### config.mk
export PLATFORM = sky130hd
export DESIGN_NAME = ssc_sqrt
export DESIGN_NICKNAME = d
export VERILOG_FILES = /design/src/hw/rtl/sphere_sphere_contact_macros.svh /design/src/hw/rtl/ssc_pkg.sv /design/src/hw/rtl/ssc_sqrt.sv
export SDC_FILE = /design/constraint.sdc
export NUM_CORES = 2
export LEC_CHECK = 0
export BUFFER_PORTS_ARGS = -buffer_cell sky130_fd_sc_hd__clkbuf_2
export CORE_UTILIZATION = 50
export DETAILED_ROUTE_END_ITERATION = 10
export PLACE_DENSITY = 0.7
export SYNTH_ARGS = -nofsm -noshare
export SYNTH_HDL_FRONTEND = slang
export SYNTH_SLANG_ARGS = --single-unit
### constraint.sdc
create_clock -name aclk -period 4.82 [get_ports aclk]
set_clock_uncertainty 0.1 [all_clocks]
set_input_delay 0.241 -clock aclk [delete_from_list [all_inputs] [get_ports aclk]]
set_output_delay 0.241 -clock aclk [all_outputs]
set_load 0.03 [all_outputs]
### src/hw/rtl/sphere_sphere_contact_macros.svh
// Assertion helpers for the sphere contact block.
// Both expect aclk and aresetn in the scope of use.
`ifndef SPHERE_SPHERE_CONTACT_MACROS_SVH
`define SPHERE_SPHERE_CONTACT_MACROS_SVH
`ifndef SYNTHESIS
`define SSC_ASSERT_IMPL(lbl, ante, cons) \
    lbl: assert property (@(posedge aclk) disable iff (!aresetn) (ante) |-> (cons)) \
        else $error("ssc check failed");
`define SSC_ASSERT_NEXT(lbl, ante, cons) \
    lbl: assert property (@(posedge aclk) disable iff (!aresetn) (ante) |=> (cons)) \
        else $error("ssc check failed");
`else
`define SSC_ASSERT_IMPL(lbl, ante, cons)
`define SSC_ASSERT_NEXT(lbl, ante, cons)
`endif
`endif

### src/hw/rtl/ssc_pkg.sv
package ssc_pkg;

    localparam int COORD_WIDTH = 32;
    localparam int ID_WIDTH    = 16;
    localparam int RAD_WIDTH   = COORD_WIDTH - 1;
    localparam int NORM_WIDTH  = 16;
    localparam int NORM_FRAC   = 14;
    localparam int NORM_QW     = NORM_FRAC + 1;
    localparam int PEN_WIDTH   = 32;
    localparam int NUM_WIDTH   = COORD_WIDTH + NORM_FRAC + 2;
    localparam int AXES        = 3;

    localparam logic [NORM_QW-1:0] NORM_ONE = {1'b1, {NORM_FRAC{1'b0}}};

    // one candidate pair
    typedef struct packed {
        logic        [ID_WIDTH-1:0]    first_id;
        logic signed [COORD_WIDTH-1:0] first_center_x;
        logic signed [COORD_WIDTH-1:0] first_center_y;
        logic signed [COORD_WIDTH-1:0] first_center_z;
        logic        [RAD_WIDTH-1:0]   first_radius;
        logic        [ID_WIDTH-1:0]    second_id;
        logic signed [COORD_WIDTH-1:0] second_center_x;
        logic signed [COORD_WIDTH-1:0] second_center_y;
        logic signed [COORD_WIDTH-1:0] second_center_z;
        logic        [RAD_WIDTH-1:0]   second_radius;
    } ssc_req_t;

    // one contact
    typedef struct packed {
        logic        [ID_WIDTH-1:0]    body_a;
        logic        [ID_WIDTH-1:0]    body_b;
        logic signed [COORD_WIDTH-1:0] point_x;
        logic signed [COORD_WIDTH-1:0] point_y;
        logic signed [COORD_WIDTH-1:0] point_z;
        logic signed [NORM_WIDTH-1:0]  normal_x;
        logic signed [NORM_WIDTH-1:0]  normal_y;
        logic signed [NORM_WIDTH-1:0]  normal_z;
        logic        [PEN_WIDTH-1:0]   penetration_depth;
    } ssc_res_t;

endpackage

### src/hw/rtl/ssc_sqrt.sv
// Pipelined integer square root, one result bit per stage, rounded down.
module ssc_sqrt import ssc_pkg::*; #(
    parameter int RootW = COORD_WIDTH,
    parameter int SideW = 1
) (
    input  logic                 aclk,
    input  logic                 aresetn,
    input  logic                 en,
    input  logic                 in_valid,
    input  logic [2*RootW-1:0]   in_val,
    input  logic [SideW-1:0]     in_side,
    output logic                 out_valid,
    output logic [RootW-1:0]     out_root,
    output logic [SideW-1:0]     out_side
);

    localparam int VW = 2 * RootW;

    logic             valid_reg [RootW];
    logic [VW-1:0]    rem_reg   [RootW];
    logic [RootW-1:0] root_reg  [RootW];
    logic [SideW-1:0] side_reg  [RootW];

    for (genvar s = 0; s < RootW; s++) begin : g_stage
        localparam int B = RootW - 1 - s;
        logic             v_in;
        logic [VW-1:0]    rem_in;
        logic [RootW-1:0] root_in;
        logic [SideW-1:0] side_in;
        logic [VW:0]      trial;

        if (s == 0) begin : g_first
            assign v_in    = in_valid;
            assign rem_in  = in_val;
            assign root_in = '0;
            assign side_in = in_side;
        end else begin : g_next
            assign v_in    = valid_reg[s-1];
            assign rem_in  = rem_reg[s-1];
            assign root_in = root_reg[s-1];
            assign side_in = side_reg[s-1];
        end

        // (r + 2^B)^2 - r^2 = r*2^(B+1) + 2^(2B)
        assign trial = ({{(RootW+1){1'b0}}, root_in} << (B + 1))
                     + ((VW+1)'(1) << (2 * B));

        always_ff @(posedge aclk) begin
            if (!aresetn) begin
                valid_reg[s] <= 1'b0;
            end else if (en) begin
                valid_reg[s] <= v_in;
            end
        end

        always_ff @(posedge aclk) begin
            if (en) begin
                side_reg[s] <= side_in;
                if ({1'b0, rem_in} >= trial) begin
                    rem_reg[s]  <= VW'({1'b0, rem_in} - trial);
                    root_reg[s] <= root_in | (RootW'(1) << B);
                end else begin
                    rem_reg[s]  <= rem_in;
                    root_reg[s] <= root_in;
                end
            end
        end
    end

    assign out_valid = valid_reg[RootW-1];
    assign out_root  = root_reg[RootW-1];
    assign out_side  = side_reg[RootW-1];

endmodule

==> Yosys cells after proc, flatten, opt, wreduce, memory -nomap -nowiden <==
Memories as Yosys holds them, arrays and structs flattened.
Index checks and enable logic that the tools add are counted.
{ "totals": {"ff_bits": 0, "ramBits": 3136, "output_inout_bits": 34, "elab_cells": 488, "memories": 4} }
{ "mem_list": {"columns": ["memory", "words", "width", "read_ports", "rd_clocked_by_memory_dff", "wr", "line_no", "rtl"], "rows": [
  ["rem_reg", 32, 64, 31, 0, 32, "ssc_sqrt.sv:20", "logic [VW-1:0] rem_reg [RootW];"],
  ["root_reg", 32, 32, 32, 0, 32, "ssc_sqrt.sv:21", "logic [RootW-1:0] root_reg [RootW];"],
  ["side_reg", 32, 1, 32, 0, 32, "ssc_sqrt.sv:22", "logic [SideW-1:0] side_reg [RootW];"],
  ["valid_reg", 32, 1, 32, 0, 32, "ssc_sqrt.sv:19", "logic valid_reg [RootW];"]
]} }
{ "classes": {"n_addsub": 63, "order_cmp": 32, "n_mux": 293, "n_bitwise": 96} }
{ "op_table": {"columns": ["cell", "count"], "rows": [
  ["$mux 64", 32],
  ["$mux 32", 32],
  ["$mux 1", 229],
  ["$or 1x1->1", 96],
  ["$add 63x61->64 const B", 1],
  ["$ge 64x34->1", 1],
  ["$ge 64x35->1", 1],
  ["$ge 64x36->1", 1],
  ["$ge 64x37->1", 1],
  ["$ge 64x38->1", 1],
  ["$ge 64x39->1", 1],
  ["$ge 64x40->1", 1],
  ["$ge 64x41->1", 1],
  ["$ge 64x42->1", 1],
  ["$ge 64x43->1", 1],
  ["$ge 64x44->1", 1],
  ["$ge 64x45->1", 1],
  ["$ge 64x46->1", 1],
  ["$ge 64x47->1", 1],
  ["$ge 64x48->1", 1],
  ["$ge 64x49->1", 1],
  ["$ge 64x50->1", 1],
  ["$ge 64x51->1", 1],
  ["$ge 64x52->1", 1],
  ["other kinds (75)", 75]
]} }

==> Longest topological paths before layout <==
An unclocked memory read counts as a cell.
{ "depth": {"word_depth": 7, "ltp_mapped": 15} }

==> Least setup slack after synthesis <==
No wires, ideal clock.
{ "synth_path": {"path_type": "input to register", "from": "input port en", "to": "memory rem_reg[1][896] (netlist bit) (enable)", "arrival_time_ns": 3.396, "slack_ns": 0.837, "stages": 3, "path_cell_list": "clkbuf_1 clkbuf_1 clkbuf_1"} }
{ "synth_lines": {"columns": ["element", "line_no", "rtl"], "rows": [
  ["start: declaration", "ssc_sqrt.sv:8", "input logic en,"],
  ["end: declaration", "ssc_sqrt.sv:20", null]
]} }

==> results.md <==
| Step | Metric | Reported |
|---|---|---|
| cts | Clock latency reported for the late side of the worst-skew pair | 0.99 ns |
| critical path | Capture instance of the worst register-to-register path | rem_reg[1][761]$_DFFE_PP_ |
| critical path | Setup CP Type | reg2reg |
| critical path | RR Startpoint | rem_reg[1][653]$_DFFE_PP_ |
| critical path | Kind of end point of the critical path | flip-flop |
| grt | Largest net degree at the start of global routing | 192 |
| drt | Detail-routed net length per standard cell | 23.7 um |
| pwr | Post-layout total power | 66.4 mW |
| sta | Period utilization | 0.979 |
| cells and area | Sequential cell area | 77300 um2 |
| logic synthesis | Register area share after synthesis | 0.628 |
| grt | Wire length of the first global-routing pass | 486000 um |
| drt | DR vias | 81600 |
| pwr | Proportion of power drawn by combinational gates | 0.209 |
| pwr | Pleak | 52.0 nW |
| sta | Max-slew violation count | 0 |
| cells and area | Nets@finish | 11000 |
| grt | Via count of the first global-routing pass | 77700 |
| pwr | IR drop worst, VDD | 0.425 mV |
| logic synthesis | Number of register bits inferred by synthesis | 2576 |
| pwr | Switching share of power | 0.298 |
| cts | Clock sinks | 2576 |
| placement | Last weighted congestion value of the routability-driven placer | 1.00 |
| drt | DR pass1 iterations | 8 |
| die | Initial core utilization | 0.505 |
| cells and area | Share of post-route cells with drive strength above 1 | 0.0763 |
| drt | Number of DRC violations after detailed-routing iteration 0 | 9070 |
| cts | Clk Tree Root Cell | sky130_fd_sc_hd__clkbuf_16 |
| min path | Min-delay src | in_val[63] |
| cells and area | Filler Cell Count | 19400 |
| sta | Final setup fails | 0 |
| grt | Total global routing overflow | 0 |
| drt | Count of antenna-violating nets left after detailed routing | 0 |
| grt | Number of antenna violations at the first check in global routing | 12 |
| critical path | Arrival time worst endpoint | 5.27 ns |
| logic synthesis | Avg Synthesized Cell Area | 12.5 um2 |
| critical path | Reg-to-reg setup timing slack | 0.1 ns |
| die | Number of core rows | 181 |
| logic synthesis | Netlist Area Pre-Place | 123000 um2 |
| pwr | Share of power burned in the clock network | 0.329 |
| critical path | Startpoint Class | flip-flop |
| critical path | Number of cells on the worst reg-to-reg path | 11 |
| sta | Total count of hold-check failures in the final report | 0 |
| grt | Combined global-route utilization of all metal layers | 0.259 |
| logic synthesis | Number of distinct library cell variants in the gate-level netlist after synthesis | 96 |
| logic synthesis | Synthesized instance count | 9861 |
| cells and area | Synthesis-to-layout area growth | 12.8% |
| logic synthesis | Number of enable flip-flop cells after synthesis | 2575 |
| logic synthesis | Total number of yosys warnings | 0 |
| cells and area | Footprint of the multi-input gates | 42500 um2 |
| drt | Via-to-Cell Ratio | 5.94 |
| die | Chip height | 498 um |
| placement | Post-DP HPWL | 241000 um |
| drt | Total detailed-routing wirelength | 326000 um |
| min path | Hold EP | rem_reg[0][63]$_DFFE_PP_ |
| die | Core box area | 244000 um2 |
| critical path | Required @ worst endpoint | 5.37 ns |
| pwr | Power per unit of standard cell area | 478 nW/um2 |
| min path | Type of the worst min-delay path | in2reg |
| outcome | Status | complete, no violations |
| drt | Residual DRC | 0 |
| die | Die width | 498 um |
| job | Max-capacitance violation count | 0 |
| logic synthesis | Main flop type after synthesis | sky130_fd_sc_hd__edfxtp_1 |
| cts | Number of buffers inserted during clock tree synthesis | 296 |
| sta | Unrepaired setup endpoints after global routing | no |
| pwr | Internal power of the cells | 46.6 mW |
| die | Die footprint | 248000 um2 |
| cts | Worst-path clk slew | 0.07 ns |
| cells and area | Number of flip-flops under the largest register name | 1984 |
| cts | TritonCTS clock tree | yes |
| sta | Max Clock Freq | 212 MHz |
| logic synthesis | Synthesized netlist net count | 10500 |
| sta | Post-Route Hold Slack | 0.117 ns |
| sta | Time the final worst path needs with I/O delays and setup | 4.72 ns |
| sta | Max_slew headroom | 0.177 |
| sta | TNS Setup | 0 ns |
| pwr | Share of total power in sequential cells | 0.462 |
| min path | Count of cells along the worst hold path | 4 |
| logic synthesis | Share of flip-flops with an asynchronous set or reset after synthesis | 0 |
| cts | # H-tree levels | 5 |
| die | Top-level port count | 103 |
| sta | Worst-margin pin slew | 1.22 ns |
| cells and area | Core Util, Final | 0.570 |
| critical path | Critical path fanouts, max | 7 |
| cts | Clock Tree Buf Depth | 4 |
| placement | Total of buffers placed on input and output ports | 102 |
| pwr | Switching component of the power | 19.8 mW |
-- metal layers --
| metal | GRT usage | vias to the layer above | share of wire |
|---|---|---|---|
| met5 | 0 | - | 0.000034 |
| met4 | 0.0805 | 2 | 0.032 |
| met3 | 0.0564 | 543 | 0.086 |
| met2 | 0.379 | 3301 | 0.42 |
| met1 | 0.384 | 39900 | 0.46 |
| li1 | - | 37800 | - |
-- worst max-delay path, stage by stage (launching register included) --
cell	delay, ns
sky130_fd_sc_hd__edfxtp_1	0.39
sky130_fd_sc_hd__ha_1	0.39
sky130_fd_sc_hd__a21o_1	0.25
sky130_fd_sc_hd__a21o_1	0.19
sky130_fd_sc_hd__a211o_1	0.34
sky130_fd_sc_hd__o21ai_0	0.60
sky130_fd_sc_hd__a211oi_1	0.35
sky130_fd_sc_hd__o21ai_0	0.55
sky130_fd_sc_hd__nand4bb_1	0.39
sky130_fd_sc_hd__or4_1	0.63
sky130_fd_sc_hd__nor3_1	0.21
sky130_fd_sc_hd__xor2_1	0.09
-- cell usage in the layout (no fill, tap or decap), drive strengths merged, types with 125 or more instances in the layout --
cell / netlist / routed
nand2b: 125 / 125
ha: 558 / 558
nor3: 267 / 267
inv: 670 / 680
buf: 14 / 165
nand2: 836 / 836
edfxtp: 2575 / 2575
a21oi: 462 / 462
xor2: 448 / 448
nand3: 162 / 162
dlygate4sd3: 0 / 133
nor4: 348 / 348
nor2: 538 / 538
o21ai: 613 / 613
nand4: 152 / 152
clkbuf: 214 / 456
a21o: 246 / 246
xnor2: 435 / 435
-- cell type report --
class / count / share of cell area
multi-input cells: 6387 / 0.306
repair buffers: 399 / 0.0234
clock inverters: 142 / 0.0109
clock buffers: 355 / 0.0557
inverters: 670 / 0.0181
flip-flops and latches: 2576 / 0.557
diodes: 4 / 0.0000721
well taps: 3202 / 0.0288
-- power by group through the flow --
stage / Clock, mW / Combinational, mW / Sequential (mW)
floorplan: 0 / 9.75 / 30.0
global placement: 0 / 13.3 / 31.0
detailed placement: 0 / 13.4 / 31.0
CTS: 22.1 / 13.6 / 30.6
global route: 23.0 / 15.2 / 30.9
finish: 21.8 / 13.9 / 30.7
-- logic make-up after synthesis --
group,Yosys count,share of synthesized area
adder cells (fa/ha/maj),558,0.0567
XOR/XNOR,883,0.0628
flip-flops,2576,0.628
multiplexers,48,0.00426
AO/OA/AOI/OAI,1865,0.0940
AND/OR/NAND/NOR,3033,0.126
buffers and inverters,898,0.0275
-- per-stage QoR --
step	setup WS [ns]	std cells	cell area, um2
floorplan	0.837	9861	123000
global placement	0.0703	13100	128000
detailed placement	0.00387	13100	128000
CTS	0.290	13700	139000
global route	0.00619	13700	139000
finish	0.0989	13700	139000
-- worst max path at each step --
stage,from,endpoint,slack (ns)
floorplan,en,rem_reg[1][896]$_DFFE_PP_,0.84
global placement,rem_reg[1][486]$_DFFE_PP_,rem_reg[1][565]$_DFFE_PP_,0.07
detailed placement,rem_reg[1][486]$_DFFE_PP_,rem_reg[1][565]$_DFFE_PP_,0.004
CTS,rem_reg[1][486]$_DFFE_PP_,rem_reg[1][565]$_DFFE_PP_,0.29
global route,rem_reg[1][653]$_DFFE_PP_,rem_reg[1][761]$_DFFE_PP_,0.006
finish,rem_reg[1][653]$_DFFE_PP_,rem_reg[1][761]$_DFFE_PP_,0.1
-- synthesized netlist by cell type, types with 19 or more instances --
cell type / n / area [um2]
sky130_fd_sc_hd__nand3b_1: 25 / 188
sky130_fd_sc_hd__nor4_1: 345 / 2160
sky130_fd_sc_hd__nand4b_1: 27 / 236
sky130_fd_sc_hd__nand4_1: 152 / 951
sky130_fd_sc_hd__and2_1: 40 / 250
sky130_fd_sc_hd__and3_1: 85 / 532
sky130_fd_sc_hd__a21boi_0: 23 / 173
sky130_fd_sc_hd__o21a_1: 100 / 751
sky130_fd_sc_hd__xnor2_1: 435 / 3810
sky130_fd_sc_hd__nand2_1: 836 / 3140
sky130_fd_sc_hd__nand2b_1: 125 / 782
sky130_fd_sc_hd__xor2_1: 448 / 3920
sky130_fd_sc_hd__nor2b_1: 81 / 507
sky130_fd_sc_hd__or2_2: 45 / 282
sky130_fd_sc_hd__and4_1: 19 / 166
sky130_fd_sc_hd__nor4b_1: 54 / 473
sky130_fd_sc_hd__a21oi_1: 462 / 2310
sky130_fd_sc_hd__clkbuf_1: 214 / 803
sky130_fd_sc_hd__nor2_1: 538 / 2020
sky130_fd_sc_hd__o31ai_1: 44 / 330
sky130_fd_sc_hd__o21ai_0: 609 / 3050
sky130_fd_sc_hd__o21bai_1: 53 / 398
sky130_fd_sc_hd__a31oi_1: 47 / 294
sky130_fd_sc_hd__a21o_1: 246 / 1850
sky130_fd_sc_hd__mux2_2: 34 / 383
sky130_fd_sc_hd__nand3_1: 162 / 811
sky130_fd_sc_hd__nor3b_1: 19 / 143
sky130_fd_sc_hd__or3_1: 107 / 669
sky130_fd_sc_hd__or4_1: 68 / 510
sky130_fd_sc_hd__ha_1: 558 / 6980
sky130_fd_sc_hd__edfxtp_1: 2575 / 77300
sky130_fd_sc_hd__inv_1: 669 / 2510
sky130_fd_sc_hd__o211ai_1: 34 / 255
sky130_fd_sc_hd__nor3_1: 264 / 1320
sky130_fd_sc_hd__a211oi_1: 39 / 293
-- what timing repair did --
action	CTS	global route
gates resized for setup	1	3
gates cloned	0	0
buffers inserted	0	0
setup endpoints to repair	1	6
hold buffers	133	0
hold endpoints to repair	205	0
Power figures use the tool's default switching activity.
